`src/hdl/erls_pkg.sv`:
```
package erls_pkg;

    // Table size and the index width that follows from it.
    localparam int NUM_SLOTS = 8;
    localparam int IDX_W     = (NUM_SLOTS > 1) ? $clog2(NUM_SLOTS) : 1;

    // Field widths fixed by the request and result formats.
    localparam int OP_W    = 2;
    localparam int SLOT_W  = 3;
    localparam int TICK_W  = 16;

    // Reset value of the epoch length register.
    localparam logic [TICK_W-1:0] EPOCH_RESET = 16'd10;

    // Request opcodes; code 3 is unused and only reports the state as is.
    localparam logic [OP_W-1:0] OP_TICK  = 2'd0;
    localparam logic [OP_W-1:0] OP_WRITE = 2'd1;
    localparam logic [OP_W-1:0] OP_SET   = 2'd2;

    typedef struct packed {
        logic [OP_W-1:0]   opcode;
        logic [SLOT_W-1:0] slot;
        logic              in_use;
        logic [SLOT_W-1:0] parent;
    } t_req;

    typedef struct packed {
        logic              switch_now;
        logic [SLOT_W-1:0] old_slot;
        logic [SLOT_W-1:0] new_slot;
        logic              none_found;
        logic [TICK_W-1:0] tick_value;
    } t_res;

    // One entry of the slot table.
    typedef struct packed {
        logic              in_use;
        logic [SLOT_W-1:0] parent;
    } t_slot_entry;

    // Access bundle from the controller to the slot memory.
    typedef struct packed {
        logic              wr_en;
        logic [IDX_W-1:0]  wr_addr;
        t_slot_entry       wr_data;
        logic [IDX_W-1:0]  rd_addr;
    } t_mem_req;

    typedef enum logic [1:0] {
        S_IDLE,
        S_SCAN,
        S_DRAIN,
        S_PICK
    } t_state;

    // True when a slot field addresses an entry of the table.
    function automatic logic slot_ok(input logic [SLOT_W-1:0] s);
        return (32'(s) < NUM_SLOTS);
    endfunction

    // Round-robin successor of a table index.
    function automatic logic [IDX_W-1:0] next_idx(input logic [IDX_W-1:0] i);
        return (i == IDX_W'(NUM_SLOTS - 1)) ? '0 : i + 1'b1;
    endfunction

endpackage

```
`src/hdl/erls_slot_mem.sv`:
```
module erls_slot_mem
    import erls_pkg::*;
(
    input  logic        i_clk,
    input  logic        i_rst_n,
    input  t_mem_req    i_mem_req,
    output t_slot_entry o_rd_data
);

    t_slot_entry             r_mem [NUM_SLOTS];
    logic [NUM_SLOTS-1:0]    r_valid;
    t_slot_entry             r_rd_data;
    logic                    r_rd_valid;

    // Per-entry valid bits stand for the cleared table after reset.
    always_ff @(posedge i_clk) begin
        if (!i_rst_n) begin
            r_valid <= '0;
        end else if (i_mem_req.wr_en) begin
            r_valid[i_mem_req.wr_addr] <= 1'b1;
        end
    end

    // Single write port.
    always_ff @(posedge i_clk) begin
        if (i_mem_req.wr_en) begin
            r_mem[i_mem_req.wr_addr] <= i_mem_req.wr_data;
        end
    end

    // Registered read port.
    always_ff @(posedge i_clk) begin
        r_rd_data  <= r_mem[i_mem_req.rd_addr];
        r_rd_valid <= r_valid[i_mem_req.rd_addr];
    end

    // An entry never written reads as the reset value.
    assign o_rd_data = r_rd_valid ? r_rd_data : '0;

endmodule

```
`src/hdl/erls_sched_ctrl.sv`:
```
module erls_sched_ctrl
    import erls_pkg::*;
(
    input  logic              i_clk,
    input  logic              i_rst_n,
    input  logic              start,
    output logic              busy,
    input  t_req              i_req,
    input  logic [TICK_W-1:0] i_epoch_ticks,
    output t_mem_req          o_mem_req,
    input  t_slot_entry       i_rd_data,
    output logic              o_strobe,
    output t_res              o_result
);

    t_state               r_state, n_state;
    logic [TICK_W-1:0]    r_tick, n_tick;
    logic [SLOT_W-1:0]    r_cur, n_cur;
    logic [IDX_W-1:0]     r_idx, n_idx;
    logic                 r_ld, n_ld;
    logic [IDX_W-1:0]     r_ld_idx, n_ld_idx;
    logic [NUM_SLOTS-1:0] r_use, n_use;
    logic [NUM_SLOTS-1:0] r_par, n_par;
    logic [IDX_W-1:0]     r_cand, n_cand;
    logic [IDX_W-1:0]     r_steps, n_steps;
    logic                 r_strobe, n_strobe;
    t_res                 r_res, n_res;

    logic                 accept;
    logic                 hit;
    logic [SLOT_W-1:0]    cand_slot;

    assign accept    = start && (r_state == S_IDLE);
    assign busy      = (r_state != S_IDLE);
    assign hit       = r_use[r_cand] && !r_par[r_cand] && (r_cand != '0);
    assign cand_slot = SLOT_W'(r_cand);

    // Memory access: writes only from an accepted write request; read data is used
    // only while scanning, so a used read and a write never meet on the same entry.
    always_comb begin
        o_mem_req.wr_en   = accept && (i_req.opcode == OP_WRITE) && slot_ok(i_req.slot);
        o_mem_req.wr_addr = IDX_W'(i_req.slot);
        o_mem_req.wr_data = '{in_use: i_req.in_use, parent: i_req.parent};
        o_mem_req.rd_addr = r_idx;
    end

    // State register.
    always_ff @(posedge i_clk) begin
        if (!i_rst_n) begin
            r_state <= S_IDLE;
        end else begin
            r_state <= n_state;
        end
    end

    // Next state and datapath.
    always_comb begin
        n_state  = r_state;
        n_tick   = r_tick;
        n_cur    = r_cur;
        n_idx    = r_idx;
        n_ld     = 1'b0;
        n_ld_idx = r_idx;
        n_use    = r_use;
        n_par    = r_par;
        n_cand   = r_cand;
        n_steps  = r_steps;
        n_strobe = 1'b0;
        n_res    = r_res;

        // Fold the entry read in the previous cycle into the leaf masks.
        if (r_ld) begin
            n_use[r_ld_idx] = i_rd_data.in_use;
            if ((r_ld_idx != '0) && i_rd_data.in_use && slot_ok(i_rd_data.parent)) begin
                n_par[IDX_W'(i_rd_data.parent)] = 1'b1;
            end
        end

        unique case (r_state)
            S_IDLE: begin
                if (accept) begin
                    n_res.switch_now = 1'b0;
                    n_res.none_found = 1'b0;
                    n_res.old_slot   = r_cur;
                    n_res.new_slot   = r_cur;
                    n_res.tick_value = r_tick;
                    priority if (i_req.opcode == OP_TICK) begin
                        if (r_tick < i_epoch_ticks) begin
                            n_tick           = r_tick + 1'b1;
                            n_res.tick_value = r_tick + 1'b1;
                            n_strobe         = 1'b1;
                        end else begin
                            // Epoch over: rebuild the leaf masks from the table.
                            n_tick  = '0;
                            n_idx   = '0;
                            n_use   = '0;
                            n_par   = '0;
                            n_state = S_SCAN;
                        end
                    end else if (i_req.opcode == OP_SET) begin
                        if (slot_ok(i_req.slot)) begin
                            n_cur          = i_req.slot;
                            n_res.new_slot = i_req.slot;
                        end
                        n_strobe = 1'b1;
                    end else begin
                        // Table writes and the unused code report the state as is.
                        n_strobe = 1'b1;
                    end
                end
            end
            S_SCAN: begin
                n_ld     = 1'b1;
                n_ld_idx = r_idx;
                if (r_idx == IDX_W'(NUM_SLOTS - 1)) begin
                    n_state = S_DRAIN;
                end else begin
                    n_idx = r_idx + 1'b1;
                end
            end
            S_DRAIN: begin
                // Last entry lands this cycle; start the search after the current slot.
                n_cand  = next_idx(IDX_W'(r_cur));
                n_steps = '0;
                n_state = S_PICK;
            end
            S_PICK: begin
                n_res.old_slot   = r_cur;
                n_res.tick_value = r_tick;
                if (hit) begin
                    n_res.switch_now = (cand_slot != r_cur);
                    n_res.none_found = 1'b0;
                    n_res.new_slot   = cand_slot;
                    n_cur            = cand_slot;
                    n_strobe         = 1'b1;
                    n_state          = S_IDLE;
                end else if (r_steps == IDX_W'(NUM_SLOTS - 1)) begin
                    n_res.switch_now = 1'b0;
                    n_res.none_found = 1'b1;
                    n_res.new_slot   = r_cur;
                    n_strobe         = 1'b1;
                    n_state          = S_IDLE;
                end else begin
                    n_cand  = next_idx(r_cand);
                    n_steps = r_steps + 1'b1;
                end
            end
            default: begin
                n_state = S_IDLE;
            end
        endcase
    end

    // Control registers.
    always_ff @(posedge i_clk) begin
        if (!i_rst_n) begin
            r_tick   <= '0;
            r_cur    <= '0;
            r_ld     <= 1'b0;
            r_strobe <= 1'b0;
            r_idx    <= '0;
        end else begin
            r_tick   <= n_tick;
            r_cur    <= n_cur;
            r_ld     <= n_ld;
            r_strobe <= n_strobe;
            r_idx    <= n_idx;
        end
    end

    // Working registers of the scan and the result.
    always_ff @(posedge i_clk) begin
        r_ld_idx <= n_ld_idx;
        r_use    <= n_use;
        r_par    <= n_par;
        r_cand   <= n_cand;
        r_steps  <= n_steps;
        r_res    <= n_res;
    end

    assign o_strobe = r_strobe;
    assign o_result = r_res;

endmodule

```
`src/hdl/epoch_round_robin_leaf_scheduler_unit.sv`:
```
// A write, a set or a tick inside the epoch gives its result in the cycle after acceptance.
// A tick that ends the epoch scans the slot table through the memory read port and then
// searches round-robin, one slot a cycle. Throughput: one request per cycle for short
// requests; busy holds off requests during a decision. Reset (synchronous, active low)
// clears the slot table, tick count and current slot and sets the epoch length to 10.
// The receiver cannot stall.
module epoch_round_robin_leaf_scheduler_unit
    import erls_pkg::*;
(
    input  logic              i_clk,
    input  logic              i_rst_n,
    input  logic              start,
    output logic              busy,
    input  t_req              i_req,
    input  logic              i_cfg_we,
    input  logic [TICK_W-1:0] i_cfg_data,
    output logic              o_strobe,
    output t_res              o_result
);

    logic [TICK_W-1:0] r_epoch_ticks;
    t_mem_req          mem_req;
    t_slot_entry       rd_data;

    // Epoch length register.
    always_ff @(posedge i_clk) begin
        if (!i_rst_n) begin
            r_epoch_ticks <= EPOCH_RESET;
        end else if (i_cfg_we) begin
            r_epoch_ticks <= i_cfg_data;
        end
    end

    erls_slot_mem u_mem (
        .i_clk     (i_clk),
        .i_rst_n   (i_rst_n),
        .i_mem_req (mem_req),
        .o_rd_data (rd_data)
    );

    erls_sched_ctrl u_ctrl (
        .i_clk         (i_clk),
        .i_rst_n       (i_rst_n),
        .start         (start),
        .busy          (busy),
        .i_req         (i_req),
        .i_epoch_ticks (r_epoch_ticks),
        .o_mem_req     (mem_req),
        .i_rd_data     (rd_data),
        .o_strobe      (o_strobe),
        .o_result      (o_result)
    );

endmodule

```
`config.mk`:
```
export PLATFORM = sky130hd
export DESIGN_NAME = epoch_round_robin_leaf_scheduler_unit
export DESIGN_NICKNAME = d
export VERILOG_FILES = /design/src/hdl/erls_pkg.sv /design/src/hdl/erls_slot_mem.sv /design/src/hdl/erls_sched_ctrl.sv /design/src/hdl/epoch_round_robin_leaf_scheduler_unit.sv
export SDC_FILE = /design/constraint.sdc
export NUM_CORES = 1
export LEC_CHECK = 0
export BUFFER_PORTS_ARGS = -buffer_cell sky130_fd_sc_hd__buf_2
export CAP_MARGIN = 40
export CORE_MARGIN = 3
export CORE_UTILIZATION = 50
export DETAILED_ROUTE_END_ITERATION = 10
export PLACE_DENSITY = 0.71
export SKIP_LAST_GASP = 1
export SYNTH_ARGS = -nofsm -noshare
export SYNTH_HDL_FRONTEND = slang
export SYNTH_SLANG_ARGS = --single-unit
```
`constraint.sdc`:
```
create_clock -name i_clk -period 2.4 [get_ports i_clk]
set_clock_uncertainty 0.1 [all_clocks]
set_input_delay 0.48 -clock i_clk [delete_from_list [all_inputs] [get_ports i_clk]]
set_output_delay 0.48 -clock i_clk [all_outputs]
set_load 0.005 [all_outputs]
```
* Word-level counts from Yosys, hierarchy flattened
Memories as Yosys holds them, arrays and structs flattened. A register that Yosys moved wholly into a read port is not among the register bits.
Index checks and enable logic that the tools add are counted.
** Word-level totals
- Bits in writable memories :: 32
- Memories :: 1
- Bits of input ports :: 29
- Logic and storage cells :: 147
- Bits in registers :: 100
** Cells by class
- Bitwise operators :: 2
- $add $sub $neg :: 5
- Order comparisons :: 9
- Muxes and demuxes :: 68
- Reductions and logical operators :: 24
- Equality and inequality tests :: 19
** Memory list
- u_mem.r_mem :: depth 8, bits a word 4, rd ports 1, clocked after memory_dff 1, write ports 1, line erls_slot_mem.sv:10 : t_slot_entry r_mem [NUM_SLOTS];
** Operators by type and width (count)
- $mux W8 :: 11
- $mux W16 :: 3
- $pmux W24 S2 :: 1
- $mux W3 :: 14
- $mux W24 :: 1
- $pmux W3 S2 :: 4
- $lt A3 B4 Y1 const B :: 5
- $add A16 B1 Y16 const B :: 1
- $lt A16 B16 Y1 :: 1
- $mux W1 :: 16
- $or A8 B8 Y8 :: 2
- $add A3 B1 Y3 const B :: 4
- $eq A3 B3 Y1 const B :: 4
- $mux W2 :: 6
- $mux W4 :: 3
- $reduce_and A3 Y1 :: 4
- $ne A2 B2 Y1 const B :: 5
- $reduce_and A5 Y1 :: 2
- $bmux W1 S3 :: 3
- $demux W1 S3 :: 3
- $ge A3 B1 Y1 const B :: 3
- $bwmux W8 :: 1
- $logic_and A1 B1 Y1 :: 8
- $pmux W2 S4 :: 1
- other kinds (11) :: 21

* Depth between registers and ports, before layout
Gate-level depths: netlist of run 1.
- Depth in word-level cells :: 12
- Gate-level depth with buffers :: 11

* Modules after synthesis
A second synthesis of run 1 with hierarchy kept.
** Unflattened totals
- Cells, all modules :: 577
- Area total of the unflattened synthesis :: 6601.3 um^2
** Modules (own cells, without submodules)
- erls_sched_ctrl :: cells an instance 443, times used 1, seq. area each 1801.7 um^2, area an instance 4269.1 um^2
- erls_slot_mem :: cells an instance 83, times used 1, seq. area each 1221.2 um^2, area an instance 1721.7 um^2
- epoch_round_robin_leaf_scheduler_unit :: cells an instance 51, times used 1, seq. area each 320.3 um^2, area an instance 610.6 um^2

* Worst setup path before layout of run 1
Ideal clock, no wire load.
- Path type :: register -> register
- From :: register u_ctrl.r_state[0]
- To :: register u_ctrl.r_res (netlist bit u_ctrl.o_result[0]), enable pin
- Data arrival time :: 2.079 ns
- Library setup time :: 0.421 ns
- Cell stages (with the launch flop) :: 4
- Required time :: 1.879 ns
- Path slack :: -0.201 ns
- Path buffers :: 0
- Cell sequence :: dfxtp_1 -> inv_1 -> ha_1 -> o21ai_0
** Between the ends
- Word-level cells in the longest chain between the ends :: 4
** Ends and longest elaborated chain
- start: declaration :: line erls_sched_ctrl.sv:16 : t_state r_state, n_state;
- start signal: assignment :: line erls_sched_ctrl.sv:52 : r_state <= n_state;
- $logic_not A2 Y1 :: line erls_sched_ctrl.sv:33, erls_sched_ctrl.sv:79
- $logic_and A1 B1 Y1 :: line erls_sched_ctrl.sv:33 : assign accept = start && (r_state == S_IDLE);
- $ne A2 B1 Y1 (no source line)
- $reduce_and A2 Y1 (no source line) (*)
- end signal: assignment :: line erls_sched_ctrl.sv:178 : r_res <= n_res;
- end: declaration :: line erls_sched_ctrl.sv:27 : t_res r_res, n_res;
Every way passes the cells marked *; elsewhere a longest branch is shown, timed or not.
A chain may end at the register's enable or synchronous reset.

==> results.md, run 1 <==
Status:
- The flow ran to the end, but the final reports show violations.
- The final reports fail on negative setup slack.

Drt:
- The number of DRC violations after detailed routing is 0.
- The first routing iteration left 348 violations.
- In this run the remaining antenna-violating nets after routing total 0.
- The via count of the routed design is 4814.
- For this block, the routed nets add up to 14000 um of wire.
- After detailed routing, the number of vias per cell comes to 5.48.
- The number of search-and-repair iterations in the first detailed-routing pass is 5.
- The routed wirelength normalized by instance count is 16.0 um.

CTS:
- The number of clock buffers added by TritonCTS is 17.
- The root cell of the clock tree is sky130_fd_sc_hd__clkbuf_16.
- The number of clock sinks is 136.
- After clock tree synthesis, the clock-pin slew on the worst setup and hold paths is 0.06 ns.
- The H-tree was split into 4 levels.
- The clock network latency to the later pin of the worst-skew pair is 0.42 ns.
- In this run, post-CTS hold repair placed 0 buffers.
- The clock passes through at most 2 buffers.
- TritonCTS built the clock tree.

Critical path:
- Data on the critical path is required at its endpoint by 2.47 ns.
- Of all nets on the critical path, the largest fanout is 5.
- The worst setup path is of the reg2reg kind.
- STA classifies the critical path endpoint as a flip-flop.
- STA classifies the critical path startpoint as a flip-flop.
- The data arrival time of the worst path is 2.48 ns.

Global route:
- The total routing usage reported by global routing is 0.202.
- The number of global-route vias before repair is 4664.
- The number of antenna violations at the first check in global routing is 0.
- The total grt overflow is 0.
- The global-route wire length before repair is 22900 um.
- Entering global routing, the biggest net connects 32 pins.

Synthesis:
- After technology mapping, the gate count stands at 594.
- The number of distinct standard cells referenced by the synthesized netlist is 56.
- The fraction of registers with async set or reset after synthesis is 0.
- The flip-flop and latch count after synthesis is 136.
- The cell area after synthesis is 6360 um2.
- The count of warnings emitted by yosys is 0.
- The most used flip-flop cell after synthesis is sky130_fd_sc_hd__dfxtp_1.
- The count of flip-flops with a built-in enable after synthesis is 62.
- The part of the Yosys area used for sequential elements is 0.525.
- The number of nets in the synthesized netlist is 653.
- The synthesized area per cell is 10.7 um2.

Power:
- The worst-case IR drop observed on VDD is 0.000511 V.
- The power density over cell area is 721 nW/um2.
- The completed layout was analyzed and its total power is 5690 uW.
- The leakage power of the design is 0.00320 uW.

Cells and area:
- For this run, the share of the core covered by cells in the final layout is 0.646.
- Leaving out fill and tap cells, the most frequent cell in the layout is sky130_fd_sc_hd__nor2_1.
- The area added between synthesis and finish is 24.1%.
- In the final design database the tool counted 756 nets.
- The repair_antennas step left the layout with diodes totalling 0.
- In the final layout, the share of cells above drive strength 1 is 0.273.
- The library cells used most frequently in the layout, excluding fill and tap cells, are sky130_fd_sc_hd__nor2_1, sky130_fd_sc_hd__dfxtp_1, sky130_fd_sc_hd__edfxtp_1.

Place:
- The congestion estimate from routability-driven global placement came to 0.856.
- The number of buffers inserted by port buffering is 54.
- The setup slack at placement is -0.0890 ns.
- After legalization and detailed placement, the total HPWL measured 9780 um.

Die:
- The site row count is 40.
- The initial core utilization is 0.521.
- The die covers 14100 um2.
- The floorplan die width is 119 um.
- From bottom edge to top edge, the die measures 119 um.
- The number of I/O pins is 55.
- The region available for standard cell placement spans 12200 um2.

Timing:
- The worst hold slack is 0.198 ns.
- The max-slew violation count was 0.
- The worst pin sits at a relative slew slack of 0.573.
- The period utilization is 1.00.
- Setup repair after global routing could not meet its margin everywhere.
- In the post-route analysis, the smallest setup slack over all paths is -0.00722 ns.
- The count of final hold-check violations came to 0.
- After layout, the minimum clock period comes to 2.41 ns.
- The transition time at the pin with the least slew margin is 0.640 ns.
- Setup violations remaining at the end of the flow were counted as 1.
- The maximum clock rate is 415 MHz.

Hold path:
- The worst min-delay path class is in2reg.

Run:
- The tool flagged a number of max-cap violations equal to 0.
-- layer usage --
layer,global-route usage,wire (um)
met4,0.0659,202
met2,0.305,6420
met3,0.0565,941
met1,0.284,6440
met5,0,0
-- critical path: stages, from the launching register on --
cell	delay, ns
sky130_fd_sc_hd__dfxtp_1	0.36
sky130_fd_sc_hd__ha_4	0.30
sky130_fd_sc_hd__nand4_1	0.13
sky130_fd_sc_hd__buf_4	0.17
sky130_fd_sc_hd__a311oi_2	0.26
sky130_fd_sc_hd__a31oi_2	0.08
sky130_fd_sc_hd__nand2_2	0.13
sky130_fd_sc_hd__clkinvlp_4	0.17
sky130_fd_sc_hd__buf_6	0.17
sky130_fd_sc_hd__ha_4	0.26
sky130_fd_sc_hd__a21oi_2	0.04
-- cells by family (layout without fill, tap and decap cells) --
kind of cell,after synthesis,after routing,share of synthesized area
simple gates,231,231,0.179
compound gates,70,70,0.0735
fa+ha+maj,30,30,0.0590
buf+inv,61,177,0.0380
mux,49,49,0.102
xor+xnor,17,17,0.0234
flops,136,136,0.525
-- cell type report --
type / count / area, um2
clock buffer: 18 / 429
clock inverter: 14 / 123
fill: 956 / 4320
inverter: 32 / 124
multi-input combinational: 397 / 2910
sequential: 136 / 3350
tap: 168 / 210
timing repair buffer: 113 / 748
-- metrics by stage --
step | TNS, ns | area (um2) | instances
floorplan | 0 | 6360 | 594
detailed placement | -0.280 | 7140 | 841
global placement | 0 | 7140 | 841
finish | -0.00722 | 7890 | 878
CTS | -0.0373 | 7700 | 873
global route | -1.02 | 7890 | 878
-- worst paths after layout --
| check | to | start | depth (start not counted) | slack (ns) |
|---|---|---|---|---|
| max | u_ctrl.o_result[0] | u_ctrl.r_tick[15] | 10 | -0.007 |
| min | r_epoch_ticks[11] | i_cfg_data[11] | 3 | 0.20 |
| max reg2reg | u_ctrl.o_result[0] | u_ctrl.r_tick[15] | 10 | -0.007 |
| min reg2reg | u_mem.r_valid[0] | u_mem.r_valid[0] | 2 | 0.37 |
-- where the power goes --
group	internal [uW]	total, uW	switching (uW)
logic	274	560	287
clock network	1420	2420	993
registers	2610	2720	102
-- flip-flops by register name, summed over array words and instances (netlist names), 2 cells and up --
name and cells:
u_mem.r_mem 32, u_ctrl.o_result 24, r_epoch_ticks 16, u_ctrl.r_tick 16
u_ctrl.r_par 8, u_ctrl.r_use 8, u_mem.r_valid 8, u_mem.r_rd_data 4
u_ctrl.cand_slot 3, u_ctrl.n_ld_idx 3, u_ctrl.r_cur 3, u_ctrl.r_ld_idx 3
u_ctrl.r_steps 3, u_ctrl.r_state 2
-- synthesized netlist by cell type, types with 2 or more instances --
| cell type | count | area (um2) |
|---|---|---|
| sky130_fd_sc_hd__nand4b_1 | 2 | 17.5 |
| sky130_fd_sc_hd__xor2_1 | 3 | 26.3 |
| sky130_fd_sc_hd__nor3b_1 | 5 | 37.5 |
| sky130_fd_sc_hd__mux4_2 | 12 | 270 |
| sky130_fd_sc_hd__edfxtp_1 | 62 | 1860 |
| sky130_fd_sc_hd__o21ai_0 | 14 | 70.1 |
| sky130_fd_sc_hd__nand3_1 | 33 | 165 |
| sky130_fd_sc_hd__nor3_1 | 9 | 45.0 |
| sky130_fd_sc_hd__and3_1 | 7 | 43.8 |
| sky130_fd_sc_hd__nor2_1 | 73 | 274 |
| sky130_fd_sc_hd__and4_1 | 3 | 26.3 |
| sky130_fd_sc_hd__nand2_1 | 46 | 173 |
| sky130_fd_sc_hd__o221ai_1 | 2 | 17.5 |
| sky130_fd_sc_hd__a21o_1 | 2 | 15.0 |
| sky130_fd_sc_hd__nor4_1 | 3 | 18.8 |
| sky130_fd_sc_hd__o21a_1 | 3 | 22.5 |
| sky130_fd_sc_hd__nand2b_1 | 13 | 81.3 |
| sky130_fd_sc_hd__buf_1 | 4 | 15.0 |
| sky130_fd_sc_hd__and2_1 | 9 | 56.3 |
| sky130_fd_sc_hd__a21oi_1 | 14 | 70.1 |
| sky130_fd_sc_hd__nand3b_1 | 5 | 37.5 |
| sky130_fd_sc_hd__dfxtp_1 | 74 | 1480 |
| sky130_fd_sc_hd__a211oi_1 | 3 | 22.5 |
| sky130_fd_sc_hd__buf_4 | 2 | 15.0 |
| sky130_fd_sc_hd__clkbuf_1 | 19 | 71.3 |
| sky130_fd_sc_hd__inv_1 | 31 | 116 |
| sky130_fd_sc_hd__o211ai_1 | 2 | 15.0 |
| sky130_fd_sc_hd__buf_2 | 4 | 20.0 |
| sky130_fd_sc_hd__o21bai_1 | 2 | 15.0 |
| sky130_fd_sc_hd__o311a_1 | 3 | 30.0 |
| sky130_fd_sc_hd__nand4_1 | 7 | 43.8 |
| sky130_fd_sc_hd__nor2b_1 | 6 | 37.5 |
| sky130_fd_sc_hd__or4_1 | 4 | 30.0 |
| sky130_fd_sc_hd__xnor2_1 | 14 | 123 |
| sky130_fd_sc_hd__ha_1 | 30 | 375 |
| sky130_fd_sc_hd__mux2i_1 | 30 | 300 |
| sky130_fd_sc_hd__mux2_2 | 7 | 78.8 |
| sky130_fd_sc_hd__a31oi_1 | 14 | 87.6 |
-- repair_timing --
action / 4_1_cts / 5_1_grt
setup endpoints to repair: 9 / 52
pin swaps: 1 / 10
cloned: 0 / 1
resized for setup: 1 / 36
buffers inserted: 0 / 4
No activity file was read; power rests on OpenSTA's default activity.
==> run 2: changes to the inputs <==
--- a/config.mk
+++ b/config.mk
@@ -10,6 +10,7 @@
 export CORE_MARGIN = 3
 export CORE_UTILIZATION = 50
 export DETAILED_ROUTE_END_ITERATION = 10
+export GPL_TIMING_DRIVEN = 0
 export PLACE_DENSITY = 0.71
 export SKIP_LAST_GASP = 1
 export SYNTH_ARGS = -nofsm -noshare
==> run 2 against run 1 <==
  * The run still ends with negative setup slack left
  * First-iteration DRC count is 23% lower
  * Power down 1.1%
  * Fmax down 0.70%
  * Flip-flop and latch count unchanged
  * Sequential power about the same
  * Non-clock buffer count fell by 16
  * Clock power shrank 2%
  * Worst hold slack gained 0.0022 ns
  * Worst setup slack worse by 0.017 ns
  * Cell area fell by 1.5%
  * Count of clock-buffer cells in the layout increased by 3
==> results.md, run 2 (synthesized netlist as in run 1, its figures left out) <==
Timing:
- The transition time at the pin with the least slew margin is 0.923 ns (+0.282 ns).
- The slack of the critical path is -0.0241 ns (-0.0169 ns).
- The count of final hold-check violations was 0 (unchanged).
- Setup repair after global routing could not meet its margin everywhere.
- The final number of setup-violating endpoints is 2 (+1).
- The normalized max-slew margin is 0.385 (-0.188).
- The maximum clock rate is 413 MHz (-0.70%).
- The worst hold slack is 0.200 ns (+0.00219 ns).
- The max-slew violation count was 0 (unchanged).
- The minimum period implied by the final worst setup slack was 2.42 ns (+0.0169 ns).
- The period utilization is 1.01 (+0.00704).

Cells and area:
- The library cells used most frequently in the layout, excluding fill and tap cells, are sky130_fd_sc_hd__nor2_1, sky130_fd_sc_hd__edfxtp_1, sky130_fd_sc_hd__dfxtp_1.
- The final core area utilization is 0.637 (-0.00943).
- Relative to the synthesized area, the layout overhead comes to 22.2%.
- The flip-flop count of the largest register after layout is 32 (unchanged).
- More flip-flops sit in one register than any other, and that register is u_mem.r_mem.
- The sequential cell area in the final layout is 3370 um2 (+0.64%).
- The final antenna diode count is 0 (unchanged).
- The leading cell type in the layout, fill and taps excluded is sky130_fd_sc_hd__nor2_1.
- The number of filler instances in the final layout came to 987 (+3.2%).
- The number of nets in the layout is 740 (-2.1%).
- The share of cells above drive strength 1 is 0.261 (-0.0124).
- The area taken by multi-input logic gates was 3000 um2 (+3.2%).

Hold path:
- The tightest min-delay check is of the in2reg type.

Critical path:
- The data arrival time of the worst path is 2.46 ns (-0.02 ns).
- The critical path class is reg2reg.
- The signal on the critical path passes through inv_1, ha_4, nand4_1, a311oi_2, a31oi_2, nand2_2, clkinv_4, buf_6, ha_1, a21oi_1.
- The kind of launch point of the worst setup path is a flip-flop.
- The worst setup path is captured at a flip-flop.
- The critical path's largest stage delay is 0.34 ns (-0.02 ns).
- The kind of cell with the highest combined delay along the critical path is adder cells.
- The highest fanout seen on the critical path was 10 (+5).
- The number of buffer and inverter stages on the critical path is 3 (unchanged).
- The critical path required time is 2.44 ns (-0.03 ns).
- The slowest stage of the critical path is the sky130_fd_sc_hd__a311oi_2 cell.

Die:
- The y dimension of the die is 119 um (unchanged).
- The overall die area is 14100 um2 (unchanged).
- The floorplan die width was 119 um (unchanged).
- The site row count was 40 (unchanged).
- The number of I/O pins is 55 (unchanged).
- The initial core utilization is 0.521 (unchanged).
- The placeable core region was 12200 um2 (unchanged).

Place:
- The number of buffers inserted by port buffering came to 53 (-1.9%).
- The detailed placer's ending HPWL was 9560 um (-2.3%).
- The global placer's final weighted congestion is 0.867 (+1.3%).

Drt:
- The number of search-and-repair iterations in the first detailed-routing pass is 5 (unchanged).
- The number of DRC violations after detailed routing is 0 (unchanged).
- The via density per instance is 5.45 (-0.62%).
- The iteration-0 DRC count of the detailed router was 268 (-23%).
- The via count of the routed design is 4697 (-2.4%).
- The routed wirelength normalized by instance count is 16.1 um (+1.1%).
- The number of routed nets with antenna violations is 0 (unchanged).
- The wire length reported by the detailed router was 13900 um (-0.71%).

Global route:
- The largest net degree at the start of global routing came to 20 (-38%).
- The total grt overflow was 0 (unchanged).
- The number of antenna violations at the first check in global routing came to 0 (unchanged).
- The number of global-route vias before repair is 4592 (-1.5%).
- The total routing usage reported by global routing is 0.199 (-0.00332).
- The global-route wire length before repair came to 22400 um (-1.9%).

Power:
- The total power after layout is 5630 uW (-1.1%).
- The worst vdd rail ir drop is 0.000385 V (-25%).
- The switching power share of the total came to 0.239 (-0.00408).
- The relative contribution of the clock network to total power is 0.423 (about the same).
- The combinational share of power is 0.095 (-0.003).
- The portion of total power attributed to sequential cells came to 0.482 (+0.005).
- The internal power consumption is 4290 uW (-0.62%).
- The leakage power of the design was 0.00306 uW (-4.5%).
- The switching power came to 1340 uW (-2.8%).
- The power density over cell area is 724 nW/um2 (+0.31%).

CTS:
- The clock network latency to the later pin of the worst-skew pair is 0.42 ns (about the same).
- TritonCTS built the clock tree.
- The root cell of the clock tree is sky130_fd_sc_hd__clkbuf_16.
- The level count of the clock H-tree is 4 (unchanged).
- The number of clock sinks is 136 (unchanged).
- The hold buffer count at cts came to 0 (unchanged).
- The maximum root-to-sink buffer count came to 2 (unchanged).
- The number of buffers created by CTS is 17 (unchanged).
- The clock input transition at the sequential cells of the worst setup and hold paths is 0.06 ns (about the same).

Status:
- The run finished, with violations left.
- The checks that failed: negative setup slack.

Run:
- The total of max-cap violations came to 0 (unchanged).
[run 2: cell types whose count changed in the layout (fill, tap and decap cells not counted), sizes merged]
cell / previous run / this run
clkinv: 6 / 7
inv: 34 / 32
clkbuf: 18 / 41
buf: 113 / 77
clkinvlp: 5 / 3
[run 2: power groups by stage]
stage | Clock, uW | Combinational, uW | Sequential (uW)
after floorplan | 0 | 341 | 2730
after global placement | 0 | 458 | 2750
after detailed placement | 0 | 481 | 2760
after CTS | 2410 | 505 | 2710
after global routing | 2520 | 598 | 2730
final | 2380 | 534 | 2710
[run 2: layout make-up]
| class | count | area share |
|---|---|---|
| Buffer | 29 | 0.0191 |
| Clock buffer | 21 | 0.0566 |
| Clock inverter | 11 | 0.0130 |
| Inverter | 32 | 0.0161 |
| Multi-Input combinational cell | 397 | 0.386 |
| Sequential cell | 136 | 0.433 |
| Tap cell | 168 | 0.0270 |
| Timing Repair Buffer | 68 | 0.0487 |
[run 2: per-stage QoR]
| step | TNS, ns | instance area [um2] | std cells | setup slack (ns) |
|---|---|---|---|---|
| 5_1_grt | -1.31 | 7780 | 862 | -0.126 |
| 3_5_place_dp | -16.57 | 6850 | 816 | -0.457 |
| 6_report | -0.0417 | 7780 | 862 | -0.0241 |
| 3_3_place_gp | -14.66 | 6840 | 815 | -0.425 |
| 4_1_cts | -0.163 | 7480 | 852 | -0.0813 |
| 2_1_floorplan | 0 | 6360 | 594 | 0.0472 |
[run 2: repair_timing]
| item | CTS | global route |
|---|---|---|
| setup endpoints to repair | 73 | 83 |
| gates resized for setup | 22 | 54 |
| pin swaps | 9 | 8 |
| setup buffers | 4 | 10 |
| endpoints found under the hold margin | 0 | 0 |
[run 2: final timing paths]
kind                            cells after the start  slack, ns                from                 end
worst min register to register                      0       0.27  u_ctrl.n_ld_idx[2]  u_ctrl.r_ld_idx[2]
worst min-delay path                                3       0.20      i_cfg_data[11]   r_epoch_ticks[11]
worst max-delay path                               10      -0.02   r_epoch_ticks[13]  u_ctrl.o_result[0]
worst max register to register                     10      -0.02   r_epoch_ticks[13]  u_ctrl.o_result[0]
[run 2: worst reg2reg max path, cell delays in order, from the launching register on]
cell and delay [ns]:
sky130_fd_sc_hd__dfxtp_2 0.33, sky130_fd_sc_hd__inv_1 0.06, sky130_fd_sc_hd__ha_4 0.27, sky130_fd_sc_hd__nand4_1 0.23, sky130_fd_sc_hd__a311oi_2 0.34, sky130_fd_sc_hd__a31oi_2 0.08, sky130_fd_sc_hd__nand2_2 0.15, sky130_fd_sc_hd__clkinv_4 0.10
sky130_fd_sc_hd__buf_6 0.15, sky130_fd_sc_hd__ha_1 0.28, sky130_fd_sc_hd__a21oi_1 0.07
[run 2: routing by layer]
metal,track usage,wire (um),vias to the layer above
met5,0,0,-
met4,0.0731,197,0
met3,0.0483,769,19
met2,0.300,6330,157
met1,0.280,6610,2207
li1,-,-,2314
